## config.mk

```make
export PLATFORM = sky130hd
export DESIGN_NAME = type7_password_xor_codec_top_flat
export DESIGN_NICKNAME = d
export VERILOG_FILES = /design/src/hdl/t7x_pkg.sv /design/src/hdl/t7x_req_if.sv /design/src/hdl/t7x_rsp_if.sv /design/src/hdl/t7x_csr_if.sv /design/src/hdl/t7x_engine.sv /design/src/hdl/t7x_rsp_buf.sv /design/src/hdl/type7_password_xor_codec_top.sv /design/src/flat_wrapper.sv
export SDC_FILE = /design/constraint.sdc
export NUM_CORES = 1
export LEC_CHECK = 0
export BUFFER_PORTS_ARGS = -buffer_cell sky130_fd_sc_hd__buf_2
export CORE_UTILIZATION = 60
export CTS_BUF_LIST = sky130_fd_sc_hd__clkbuf_4 sky130_fd_sc_hd__clkbuf_8 sky130_fd_sc_hd__clkbuf_16
export DETAILED_ROUTE_END_ITERATION = 7
export PLACE_DENSITY = 0.78
export SYNTH_ARGS = -nofsm -noshare
export SYNTH_HDL_FRONTEND = slang
export SYNTH_SLANG_ARGS = --single-unit
export TNS_END_PERCENT = 30
```

## constraint.sdc

```tcl
create_clock -name clock -period 9.55 [get_ports clock]
set_input_delay 1.4325 -clock clock [delete_from_list [all_inputs] [get_ports clock]]
set_output_delay 1.4325 -clock clock [all_outputs]
set_load 0.1 [all_outputs]
```

## src/hdl/t7x_pkg.sv

```systemverilog
// ----------------------------------------------------------------------------
// t7x_pkg
// Types, constants and helper functions of the type-7 XOR password codec.
// ----------------------------------------------------------------------------
package t7x_pkg;

   localparam int CHAR_W     = 8;
   localparam int KEY_IDX_W  = 5;
   localparam int NIB_W      = 4;
   localparam int CSR_DATA_W = 5;
   localparam int MAX_RSP    = 4;
   localparam int RSP_CNT_W  = 3;
   localparam int RSP_PTR_W  = 2;

   localparam logic [KEY_IDX_W-1:0] KEY_LEN  = 5'd26;
   localparam logic [KEY_IDX_W-1:0] KEY_LAST = 5'd25;

   localparam logic [CHAR_W-1:0] ASCII_0 = 8'h30;
   localparam logic [CHAR_W-1:0] ASCII_9 = 8'h39;
   localparam logic [CHAR_W-1:0] ASCII_UA = 8'h41;
   localparam logic [CHAR_W-1:0] ASCII_UF = 8'h46;
   localparam logic [CHAR_W-1:0] ASCII_LA = 8'h61;
   localparam logic [CHAR_W-1:0] ASCII_LF = 8'h66;

   typedef enum logic [1:0] {
      PH_TENS  = 2'd0,
      PH_UNITS = 2'd1,
      PH_HIGH  = 2'd2,
      PH_LOW   = 2'd3
   } phase_type;

   typedef enum logic [0:0] {
      CSR_MODE = 1'b0,
      CSR_SEED = 1'b1
   } csr_index_type;

   typedef enum logic [0:0] {
      MODE_DECODE = 1'b0,
      MODE_ENCODE = 1'b1
   } mode_type;

   typedef struct packed {
      logic [CHAR_W-1:0] char_in;
      logic              first;
      logic              final_item;
   } req_item_type;

   typedef struct packed {
      logic [CHAR_W-1:0] char_out;
      logic              error;
      logic              done_res;
   } rsp_item_type;

   typedef struct packed {
      logic [RSP_CNT_W-1:0]            cnt;
      rsp_item_type [MAX_RSP-1:0]      items;
   } rsp_bundle_type;

   function automatic logic [CHAR_W-1:0] key_at(logic [KEY_IDX_W-1:0] idx);
      logic [CHAR_W-1:0] k;
      case (idx)
         5'd0:    k = 8'h2a;
         5'd1:    k = 8'h40;
         5'd2:    k = 8'h23;
         5'd3:    k = 8'h23;
         5'd4:    k = 8'h57;
         5'd5:    k = 8'h78;
         5'd6:    k = 8'h66;
         5'd7:    k = 8'h5e;
         5'd8:    k = 8'h63;
         5'd9:    k = 8'h4f;
         5'd10:   k = 8'h75;
         5'd11:   k = 8'h72;
         5'd12:   k = 8'h47;
         5'd13:   k = 8'h65;
         5'd14:   k = 8'h72;
         5'd15:   k = 8'h2a;
         5'd16:   k = 8'h6d;
         5'd17:   k = 8'h41;
         5'd18:   k = 8'h72;
         5'd19:   k = 8'h4b;
         5'd20:   k = 8'h4c;
         5'd21:   k = 8'h65;
         5'd22:   k = 8'h48;
         5'd23:   k = 8'h53;
         5'd24:   k = 8'h55;
         5'd25:   k = 8'h42;
         default: k = 8'h00;
      endcase
      return k;
   endfunction

   function automatic logic [KEY_IDX_W-1:0] step_key(logic [KEY_IDX_W-1:0] idx);
      return (idx >= KEY_LAST) ? '0 : idx + 5'd1;
   endfunction

   // value mod 26 for an 8-bit value: quotient by reciprocal 79/2048
   function automatic logic [KEY_IDX_W-1:0] mod26(logic [CHAR_W-1:0] v);
      logic [14:0] prod;
      logic [CHAR_W-1:0] q;
      logic [CHAR_W-1:0] r;
      prod = {7'd0, v} * 15'd79;
      q    = {4'd0, prod[14:11]};
      r    = v - q * 8'd26;
      return r[KEY_IDX_W-1:0];
   endfunction

   function automatic logic is_digit(logic [CHAR_W-1:0] c);
      return (c >= ASCII_0) && (c <= ASCII_9);
   endfunction

   // 0..15 for a hex character, 16 otherwise
   function automatic logic [NIB_W:0] hex_val(logic [CHAR_W-1:0] c);
      logic [CHAR_W-1:0] d;
      d = 8'd16;
      if (c >= ASCII_0 && c <= ASCII_9) begin
         d = c - ASCII_0;
      end else if (c >= ASCII_UA && c <= ASCII_UF) begin
         d = c - ASCII_UA + 8'd10;
      end else if (c >= ASCII_LA && c <= ASCII_LF) begin
         d = c - ASCII_LA + 8'd10;
      end
      return d[NIB_W:0];
   endfunction

   function automatic logic [CHAR_W-1:0] hex_char(logic [NIB_W-1:0] v);
      return (v > 4'd9) ? ({4'd0, v} - 8'd10 + ASCII_UA) : ({4'd0, v} + ASCII_0);
   endfunction

endpackage

```

## src/hdl/t7x_req_if.sv

```systemverilog
// ----------------------------------------------------------------------------
// t7x_req_if
// Input character channel: valid/ready plus one character and its markers.
// ----------------------------------------------------------------------------
interface t7x_req_if;
   logic                      valid;
   logic                      ready;
   logic [t7x_pkg::CHAR_W-1:0] char_in;
   logic                      first;
   logic                      final_item;

   modport source (output valid, output char_in, output first, output final_item,
                   input ready);
   modport sink   (input valid, input char_in, input first, input final_item,
                   output ready);
endinterface

```

## src/hdl/t7x_rsp_if.sv

```systemverilog
// ----------------------------------------------------------------------------
// t7x_rsp_if
// Result channel: valid/ready plus one output character and its flags.
// ----------------------------------------------------------------------------
interface t7x_rsp_if;
   logic                      valid;
   logic                      ready;
   logic [t7x_pkg::CHAR_W-1:0] char_out;
   logic                      run_last;
   logic                      error;
   logic                      done_res;

   modport source (output valid, output char_out, output run_last, output error,
                   output done_res, input ready);
   modport sink   (input valid, input char_out, input run_last, input error,
                   input done_res, output ready);
endinterface

```

## src/hdl/t7x_csr_if.sv

```systemverilog
// ----------------------------------------------------------------------------
// t7x_csr_if
// Register write channel: valid/ready plus register index and write data.
// ----------------------------------------------------------------------------
interface t7x_csr_if;
   logic                          valid;
   logic                          ready;
   t7x_pkg::csr_index_type        index;
   logic [t7x_pkg::CSR_DATA_W-1:0] data;

   modport source (output valid, output index, output data, input ready);
   modport sink   (input valid, input index, input data, output ready);
endinterface

```

## src/hdl/t7x_engine.sv

```systemverilog
// ----------------------------------------------------------------------------
// t7x_engine
// Sequence state and per-character decode/encode logic; builds the results.
// ----------------------------------------------------------------------------
module t7x_engine (
   input  logic                     clock,
   input  logic                     reset,
   input  logic                     fire,
   input  logic                     restart,
   input  logic                     mode,
   input  logic [t7x_pkg::KEY_IDX_W-1:0] seed,
   input  t7x_pkg::req_item_type    item,
   output t7x_pkg::rsp_bundle_type  bundle
);
   import t7x_pkg::*;

   phase_type              phase_ff, phase_in;
   logic [KEY_IDX_W-1:0]   key_ff, key_in;
   logic [NIB_W-1:0]       tens_ff, tens_in;
   logic [NIB_W-1:0]       high_ff, high_in;
   logic                   err_ff, err_in;

   phase_type              ph;
   logic [KEY_IDX_W-1:0]   k;
   logic [NIB_W-1:0]       tens;
   logic [NIB_W-1:0]       hi;
   logic                   el;
   logic [CHAR_W-1:0]      c;
   logic                   fin;
   logic [CHAR_W-1:0]      dval;
   logic [NIB_W:0]         hv;
   logic                   bad;
   logic                   end_seq;
   logic [KEY_IDX_W-1:0]   seed_red;
   logic [KEY_IDX_W-1:0]   seed_tens;
   logic [KEY_IDX_W-1:0]   seed_units;
   logic                   need_seed;
   logic [KEY_IDX_W-1:0]   ke;
   logic [CHAR_W-1:0]      code;

   always_comb begin
      // a first marker restarts the sequence before the character is handled
      ph    = item.first ? PH_TENS : phase_ff;
      k     = item.first ? '0 : key_ff;
      tens  = item.first ? '0 : tens_ff;
      hi    = item.first ? '0 : high_ff;
      el    = item.first ? 1'b0 : err_ff;
      c     = item.char_in;
      fin   = item.final_item;
      dval  = c - ASCII_0;
      hv    = hex_val(c);
      bad   = 1'b0;
      end_seq = 1'b0;

      seed_red   = (seed >= KEY_LEN) ? seed - KEY_LEN : seed;
      seed_tens  = (seed_red >= 5'd20) ? 5'd2 : ((seed_red >= 5'd10) ? 5'd1 : 5'd0);
      seed_units = seed_red - seed_tens * 5'd10;
      need_seed  = (ph != PH_HIGH);
      ke         = need_seed ? seed_red : k;
      code       = c ^ key_at(ke);

      phase_in = ph;
      key_in   = k;
      tens_in  = tens;
      high_in  = hi;
      err_in   = el;
      bundle   = '0;

      if (mode == MODE_ENCODE) begin
         if (need_seed) begin
            bundle.items[0].char_out = {3'd0, seed_tens} + ASCII_0;
            bundle.items[1].char_out = {3'd0, seed_units} + ASCII_0;
            bundle.items[2].char_out = hex_char(code[7:4]);
            bundle.items[3].char_out = hex_char(code[3:0]);
            bundle.items[3].done_res = fin;
            bundle.cnt = 3'd4;
         end else begin
            bundle.items[0].char_out = hex_char(code[7:4]);
            bundle.items[1].char_out = hex_char(code[3:0]);
            bundle.items[1].done_res = fin;
            bundle.cnt = 3'd2;
         end
         key_in   = step_key(ke);
         phase_in = PH_HIGH;
         end_seq  = fin;
      end else if (el) begin
         // string already failed: stay quiet until its last character
         if (fin) begin
            bundle.items[0].error    = 1'b1;
            bundle.items[0].done_res = 1'b1;
            bundle.cnt = 3'd1;
            end_seq = 1'b1;
         end
      end else begin
         case (ph)
            PH_TENS: begin
               if (is_digit(c)) begin
                  tens_in  = dval[NIB_W-1:0];
                  phase_in = PH_UNITS;
               end else begin
                  bad = 1'b1;
               end
            end
            PH_UNITS: begin
               if (is_digit(c)) begin
                  key_in   = mod26({4'd0, tens} * 8'd10 + {4'd0, dval[NIB_W-1:0]});
                  phase_in = PH_HIGH;
               end else begin
                  bad = 1'b1;
               end
            end
            PH_HIGH: begin
               if (!hv[NIB_W]) begin
                  high_in  = hv[NIB_W-1:0];
                  phase_in = PH_LOW;
               end else begin
                  bad = 1'b1;
               end
            end
            PH_LOW: begin
               if (!hv[NIB_W]) begin
                  bundle.items[0].char_out = {hi, hv[NIB_W-1:0]} ^ key_at(k);
                  bundle.cnt = 3'd1;
                  key_in   = step_key(k);
                  phase_in = PH_HIGH;
               end else begin
                  bad = 1'b1;
               end
            end
            default: begin
               bad = 1'b1;
            end
         endcase

         if (bad) begin
            bundle = '0;
            bundle.items[0].error    = 1'b1;
            bundle.items[0].done_res = fin;
            bundle.cnt = 3'd1;
            err_in  = 1'b1;
            end_seq = fin;
         end else if (fin) begin
            end_seq = 1'b1;
            if (phase_in == PH_HIGH) begin
               // even length: mark the byte, or report an empty password
               bundle.items[0].done_res = 1'b1;
               bundle.cnt = 3'd1;
            end else begin
               // odd length or incomplete seed
               bundle.items[0].error    = 1'b1;
               bundle.items[0].done_res = 1'b1;
               bundle.cnt = 3'd1;
            end
         end
      end

      if (end_seq) begin
         phase_in = PH_TENS;
         key_in   = '0;
         tens_in  = '0;
         high_in  = '0;
         err_in   = 1'b0;
      end
   end

   always_ff @(posedge clock) begin
      if (reset || restart) begin
         phase_ff <= PH_TENS;
         key_ff   <= '0;
         tens_ff  <= '0;
         high_ff  <= '0;
         err_ff   <= 1'b0;
      end else if (fire) begin
         phase_ff <= phase_in;
         key_ff   <= key_in;
         tens_ff  <= tens_in;
         high_ff  <= high_in;
         err_ff   <= err_in;
      end
   end

endmodule

```

## src/hdl/t7x_rsp_buf.sv

```systemverilog
// ----------------------------------------------------------------------------
// t7x_rsp_buf
// Result register: one character's results, drained one a cycle while ready.
// ----------------------------------------------------------------------------
module t7x_rsp_buf (
   input  logic                    clock,
   input  logic                    reset,
   input  logic                    load,
   input  t7x_pkg::rsp_bundle_type bundle,
   output logic                    can_load,
   t7x_rsp_if.source               rsp
);
   import t7x_pkg::*;

   logic                        valid_ff, valid_in;
   logic [RSP_CNT_W-1:0]        cnt_ff, cnt_in;
   logic [RSP_PTR_W-1:0]        ptr_ff, ptr_in;
   rsp_item_type [MAX_RSP-1:0]  items_ff, items_in;
   logic [RSP_CNT_W-1:0]        last_idx;
   logic                        at_last;
   logic                        take;

   always_comb begin
      last_idx = cnt_ff - 3'd1;
      at_last  = (ptr_ff == last_idx[RSP_PTR_W-1:0]);
      take     = valid_ff && rsp.ready;
      can_load = !valid_ff || (take && at_last);

      valid_in = valid_ff;
      cnt_in   = cnt_ff;
      ptr_in   = ptr_ff;
      items_in = items_ff;
      if (load && bundle.cnt != '0) begin
         valid_in = 1'b1;
         cnt_in   = bundle.cnt;
         ptr_in   = '0;
         items_in = bundle.items;
      end else if (take && at_last) begin
         valid_in = 1'b0;
      end else if (take) begin
         ptr_in = ptr_ff + 2'd1;
      end
   end

   always_ff @(posedge clock) begin
      if (reset) begin
         valid_ff <= 1'b0;
         cnt_ff   <= '0;
         ptr_ff   <= '0;
      end else begin
         valid_ff <= valid_in;
         cnt_ff   <= cnt_in;
         ptr_ff   <= ptr_in;
      end
      items_ff <= items_in;
   end

   assign rsp.valid    = valid_ff;
   assign rsp.char_out = items_ff[ptr_ff].char_out;
   assign rsp.error    = items_ff[ptr_ff].error;
   assign rsp.done_res = items_ff[ptr_ff].done_res;
   assign rsp.run_last = at_last;

endmodule

```

## src/hdl/type7_password_xor_codec_top.sv

```systemverilog
// ----------------------------------------------------------------------------
// type7_password_xor_codec_top
// Streaming type-7 style password codec with a fixed 26-byte XOR key table.
//
//   channel  | dir | handshake    | payload
//   req_chan | in  | valid/ready  | char_in[7:0], first, final_item
//   rsp_chan | out | valid/ready  | char_out[7:0], run_last, error, done_res
//   csr_chan | in  | valid/ready  | index (0 mode, 1 encode_seed), data[4:0]
//
// Input register -> decode/encode logic -> result register. Decode: one
// character per cycle while rsp_chan is ready. Encode: two result characters
// per byte (four for the first byte of a string), as the result register
// drains one character per cycle while rsp_chan is ready.
// Synchronous reset clears all control state; no clearing pass is needed.
// csr_chan is always ready; a mode write restarts the sequence.
// ----------------------------------------------------------------------------
module type7_password_xor_codec_top (
   input  logic       clock,
   input  logic       reset,
   t7x_req_if.sink    req_chan,
   t7x_rsp_if.source  rsp_chan,
   t7x_csr_if.sink    csr_chan
);
   import t7x_pkg::*;

   logic                  in_valid_ff, in_valid_in;
   req_item_type          in_item_ff;
   logic                  mode_ff;
   logic [KEY_IDX_W-1:0]  seed_ff;
   logic                  can_load;
   logic                  fire;
   logic                  req_take;
   logic                  csr_wr;
   logic                  restart;
   rsp_bundle_type        bundle;

   assign fire           = in_valid_ff && can_load;
   assign req_chan.ready = !in_valid_ff || can_load;
   assign req_take       = req_chan.valid && req_chan.ready;
   assign in_valid_in    = req_take || (in_valid_ff && !fire);

   assign csr_chan.ready = 1'b1;
   assign csr_wr         = csr_chan.valid && csr_chan.ready;
   assign restart        = csr_wr && (csr_chan.index == CSR_MODE);

   always_ff @(posedge clock) begin
      if (reset) begin
         in_valid_ff <= 1'b0;
         mode_ff     <= MODE_DECODE;
         seed_ff     <= '0;
      end else begin
         in_valid_ff <= in_valid_in;
         if (csr_wr) begin
            case (csr_chan.index)
               CSR_MODE: mode_ff <= csr_chan.data[0];
               CSR_SEED: seed_ff <= csr_chan.data[KEY_IDX_W-1:0];
               default:  mode_ff <= mode_ff;
            endcase
         end
      end
      if (req_take) begin
         in_item_ff.char_in    <= req_chan.char_in;
         in_item_ff.first      <= req_chan.first;
         in_item_ff.final_item <= req_chan.final_item;
      end
   end

   t7x_engine u_engine (
      .clock   (clock),
      .reset   (reset),
      .fire    (fire),
      .restart (restart),
      .mode    (mode_ff),
      .seed    (seed_ff),
      .item    (in_item_ff),
      .bundle  (bundle)
   );

   t7x_rsp_buf u_rsp_buf (
      .clock    (clock),
      .reset    (reset),
      .load     (fire),
      .bundle   (bundle),
      .can_load (can_load),
      .rsp      (rsp_chan)
   );

endmodule

```

## src/flat_wrapper.sv

```systemverilog
// flat-port wrapper written by rule: the top's interface ports become plain ports
module type7_password_xor_codec_top_flat import t7x_pkg::*;
  (clock, reset, req_chan_valid, req_chan_char_in, req_chan_first, req_chan_final_item, req_chan_ready, rsp_chan_valid, rsp_chan_char_out, rsp_chan_run_last, rsp_chan_error, rsp_chan_done_res, rsp_chan_ready, csr_chan_valid, csr_chan_index, csr_chan_data, csr_chan_ready);
  t7x_req_if req_chan_i ();
  t7x_rsp_if rsp_chan_i ();
  t7x_csr_if csr_chan_i ();
  input  logic clock;
  input  logic reset;
  input wire logic [$bits(req_chan_i.valid)-1:0] req_chan_valid;
  input wire logic [$bits(req_chan_i.char_in)-1:0] req_chan_char_in;
  input wire logic [$bits(req_chan_i.first)-1:0] req_chan_first;
  input wire logic [$bits(req_chan_i.final_item)-1:0] req_chan_final_item;
  output wire logic [$bits(req_chan_i.ready)-1:0] req_chan_ready;
  output wire logic [$bits(rsp_chan_i.valid)-1:0] rsp_chan_valid;
  output wire logic [$bits(rsp_chan_i.char_out)-1:0] rsp_chan_char_out;
  output wire logic [$bits(rsp_chan_i.run_last)-1:0] rsp_chan_run_last;
  output wire logic [$bits(rsp_chan_i.error)-1:0] rsp_chan_error;
  output wire logic [$bits(rsp_chan_i.done_res)-1:0] rsp_chan_done_res;
  input wire logic [$bits(rsp_chan_i.ready)-1:0] rsp_chan_ready;
  input wire logic [$bits(csr_chan_i.valid)-1:0] csr_chan_valid;
  input wire logic [$bits(csr_chan_i.index)-1:0] csr_chan_index;
  input wire logic [$bits(csr_chan_i.data)-1:0] csr_chan_data;
  output wire logic [$bits(csr_chan_i.ready)-1:0] csr_chan_ready;
  assign req_chan_i.valid = req_chan_valid;
  assign req_chan_i.char_in = req_chan_char_in;
  assign req_chan_i.first = req_chan_first;
  assign req_chan_i.final_item = req_chan_final_item;
  assign req_chan_ready = req_chan_i.ready;
  assign rsp_chan_valid = rsp_chan_i.valid;
  assign rsp_chan_char_out = rsp_chan_i.char_out;
  assign rsp_chan_run_last = rsp_chan_i.run_last;
  assign rsp_chan_error = rsp_chan_i.error;
  assign rsp_chan_done_res = rsp_chan_i.done_res;
  assign rsp_chan_i.ready = rsp_chan_ready;
  assign csr_chan_i.valid = csr_chan_valid;
  assign csr_chan_i.index = csr_chan_index;
  assign csr_chan_i.data = csr_chan_data;
  assign csr_chan_ready = csr_chan_i.ready;
  type7_password_xor_codec_top u_core (.clock(clock), .reset(reset), .req_chan(req_chan_i), .rsp_chan(rsp_chan_i), .csr_chan(csr_chan_i));
endmodule
```

==> flow_summary.ini <==
[clock_tree]
cts-resized-gates = 0
postCtsHoldBufs = 0
h-tree-depth = 3
cts.path.max_buffers = 2
clock-sinks = 71
cts_inserted_buffers = 9
cts_tree = yes
clk_latency_ps = 350
cts.clk_slew.worst_paths_ps = 60
cts-root-buf = clkbuf_16
post_cts_buffers = 0

[global_routing]
grt_util_all_layers_pct = 31.6
globalRouteMet1Util_pct = 39.6
grt_use_met3_pct = 6.75
grt_pass1_wl_um = 31000
grt-ovfl-total = 0
antenna_found_initial = 1
grt_pass1_vias = 6283
grtUsageMet2_pct = 52.0
grt_max_degree = 34
busiest_layer = met2

[sta]
worst_pin_slew_ps = 1240
fmax_mhz = 132
rsz0062_at_grt = no
period_minus_slack_ps = 7560
final-setup-viol-count = 0
fin_skew_ps = 7.95
slew_headroom_pct = 17.1
period_share_pct = 79.2
fin_setup_tns_ps = 0
report.final.slew_viol_count = 0
hold_viol_final = 0

[floorplan]
dieArea_mm2 = 0.0124
row_count = 39
die_w_um = 111
coreArea_mm2 = 0.0116
initial_utilization_pct = 62.2
ios = 35
die_h_um = 111

[pwr]
power.total_uw = 1010
powerDensity_mw_per_mm2 = 130
p_leak_uw = 0.00318
vdd_drop_max_mv = 0.142

[place]
portBuffers = 33
placed_cell_area_mm2 = 0.00738
hpwl_um = 14400
finalWeightedCongestion = 1.02
placed_cells = 974

[layout]
area_growth_pct = 7.17
finish.utilization_pct = 66.6
nets = 951
fill_cells = 946
instances_no_fill = 990
diodes = 0
drive_above_1_share_pct = 11.7
final_area_mm2 = 0.00771

[run_status]
status = finished, violations left
violations = DRC

[yosys]
syn_nets = 948
ys.flop_type = edfxtp_1
yosysWarnings = 0
synth-edff-count = 43
mappedNetlistArea_mm2 = 0.00719
ys_ff_latch = 71
syn_inst = 839
ys_types = 91
async_reset_ff_share_pct = 0
yosysSeqAreaShare_pct = 25.7
syn_avg_cell_area_um2 = 8.57

[route]
wl_per_cell_um = 19.5
drt-total-wl_um = 19300
drtAntennaViolNets = 0
route.vias.total = 6585
drtIter0Drc = 672
drc_errors = 4
drtPass1Iterations = 8
via_per_inst = 6.65

[critical_path]
critical_path.startpoint_type = flop
end_kind = flop
worst-r2r-setup-slack_ps = 1990
critPathKind = reg2reg
cp.arrival_ps = 7820
cp_slowest_stage_delay_ps = 1020
cp_top_family = adder cells
cp_slowest_cell = edfxtp_1
critical_path.max_fanout = 27
required_ps = 9810
crit_top_cell = ha_1
critPathBufInv = 4

[run]
maxCapViolCount = 0

[hold_path]
hold_path.class = reg2reg
## kinds of logic (layout without fill, tap and decap cells)
| group | after synthesis | count (layout) | synth area share [%] |
|---|---|---|---|
| buffers and inverters | 121 | 129 | 6.84 |
| adder cells (fa/ha/maj) | 89 | 89 | 17.2 |
| AO/OA/AOI/OAI | 230 | 230 | 21.9 |
| other | 1 | 1 | 0.0521 |
| multiplexers | 24 | 24 | 4.94 |
| AND/OR/NAND/NOR | 262 | 262 | 18.1 |
| XOR/XNOR | 41 | 41 | 5.20 |
| flip-flops | 71 | 71 | 25.7 |
## cells in the final DEF (no fill, tap or decap), types with 11 or more instances in the layout
| cell type | Yosys | layout |
|---|---|---|
| buf_2 | 8 | 33 |
| nand2_1 | 70 | 70 |
| fa_1 | 17 | 17 |
| o21ai_0 | 41 | 41 |
| nand3_1 | 21 | 21 |
| nor3_1 | 17 | 17 |
| a211oi_1 | 13 | 13 |
| xnor2_1 | 27 | 27 |
| inv_1 | 67 | 67 |
| xor2_1 | 12 | 12 |
| a22oi_1 | 14 | 14 |
| edfxtp_1 | 43 | 43 |
| dfxtp_1 | 28 | 28 |
| nor2b_1 | 16 | 16 |
| a21oi_1 | 58 | 58 |
| nor2_1 | 72 | 72 |
| ha_1 | 71 | 71 |
| a31oi_1 | 11 | 11 |
## worst register-to-register path: cells and delay by family, from the launching register on
kind / cells / cell delay, ps
AO/OA/AOI/OAI: 5 / 1000
XOR/XNOR: 6 / 1060
adder cells (fa/ha/maj): 10 / 3600
buffers and inverters: 4 / 200
flip-flops: 1 / 1020
AND/OR/NAND/NOR: 3 / 620
## state kept, by name, indices dropped and copies added (netlist names)
| register | count |
|---|---|
| u_core.u_engine.key_ff | 5 |
| u_core.seed_ff | 5 |
| u_core.u_engine.tens_ff | 4 |
| u_core.in_item_ff | 10 |
| u_core.u_rsp_buf.ptr_ff | 2 |
| u_core.u_rsp_buf.rsp.valid | 1 |
| u_core.u_engine.phase_ff | 2 |
| u_core.u_engine.high_ff | 4 |
| u_core.u_engine.err_ff | 1 |
| u_core.u_rsp_buf.cnt_ff | 2 |
| u_core.u_rsp_buf.items_ff | 33 |
| u_core.in_valid_ff | 1 |
| u_core.mode_ff | 1 |
## metal layers
layer / up-vias / wire [um]
met5: - / 0
li1: 3035 / -
met2: 372 / 8760
met4: 0 / 751
met3: 67 / 1910
met1: 3111 / 7900
## cells in the mapped netlist (4+ instances only)
master / number / share of area [%]
o211ai_1: 4 / 0.42
o21ai_0: 41 / 2.9
and3_1: 7 / 0.61
o31ai_1: 7 / 0.73
nor3_1: 17 / 1.2
a22oi_1: 14 / 1.5
inv_1: 67 / 3.5
xor2_1: 12 / 1.5
nand2_1: 70 / 3.7
nand4_1: 6 / 0.52
nor2_1: 72 / 3.8
xnor2_1: 27 / 3.3
nand3_1: 21 / 1.5
fa_1: 17 / 4.7
mux4_2: 8 / 2.5
ha_1: 71 / 12
nor2b_1: 16 / 1.4
a21oi_1: 58 / 4.0
and2_1: 9 / 0.78
a31oi_1: 11 / 0.96
nand2b_1: 9 / 0.78
buf_1: 4 / 0.21
o21ai_1: 5 / 0.35
or3_1: 4 / 0.35
a211oi_1: 13 / 1.4
a32o_1: 4 / 0.56
inv_2: 4 / 0.21
buf_2: 8 / 0.56
edfxtp_1: 43 / 18
clkbuf_1: 32 / 1.7
o2111ai_1: 5 / 0.61
mux2_2: 4 / 0.63
nor3b_1: 11 / 1.1
a21o_1: 8 / 0.84
a211o_1: 6 / 0.73
mux2i_1: 10 / 1.4
dfxtp_1: 28 / 7.8
a221oi_1: 5 / 0.61
o22ai_1: 7 / 0.61
## final cells by class
type                            count  area, um^2  share of cell area (%)
Timing Repair Buffer               40         218                    2.82
Multi-Input combinational cell    647        4850                    63.0
Tap cell                          143         179                    2.32
Inverter                           73         275                    3.57
Sequential cell                    71        1850                    24.0
Clock inverter                      7         105                    1.36
Clock buffer                        9         225                    2.92
## stage by stage
stage	hold WS (ps)	setup WS (ps)
floorplan	470	2580
global placement	481	2350
detailed placement	492	2110
CTS	506	2090
global route	529	1580
finish	504	1990
## path summary, 6_finish.rpt
kind	startpoint	cells past startpoint	endpoint
worst max-delay path	u_core.in_item_ff[1]	28	u_core.u_engine.key_ff[4]
worst min-delay path	u_core.u_engine.high_ff[3]	2	u_core.u_engine.high_ff[3]
worst max register to register	u_core.in_item_ff[1]	28	u_core.u_engine.key_ff[4]
worst min register to register	u_core.u_engine.high_ff[3]	2	u_core.u_engine.high_ff[3]
## where the power goes
part / total, uW / internal [uW] / switching [uW] / leakage, uW
sequential: 359 / 343 / 17.0 / 0.000634
clock: 376 / 232 / 144 / 0.000158
combinational: 270 / 92.0 / 178 / 0.00239
total: 1010 / 667 / 339 / 0.00318
No activity file was read; power rests on OpenSTA's default activity.
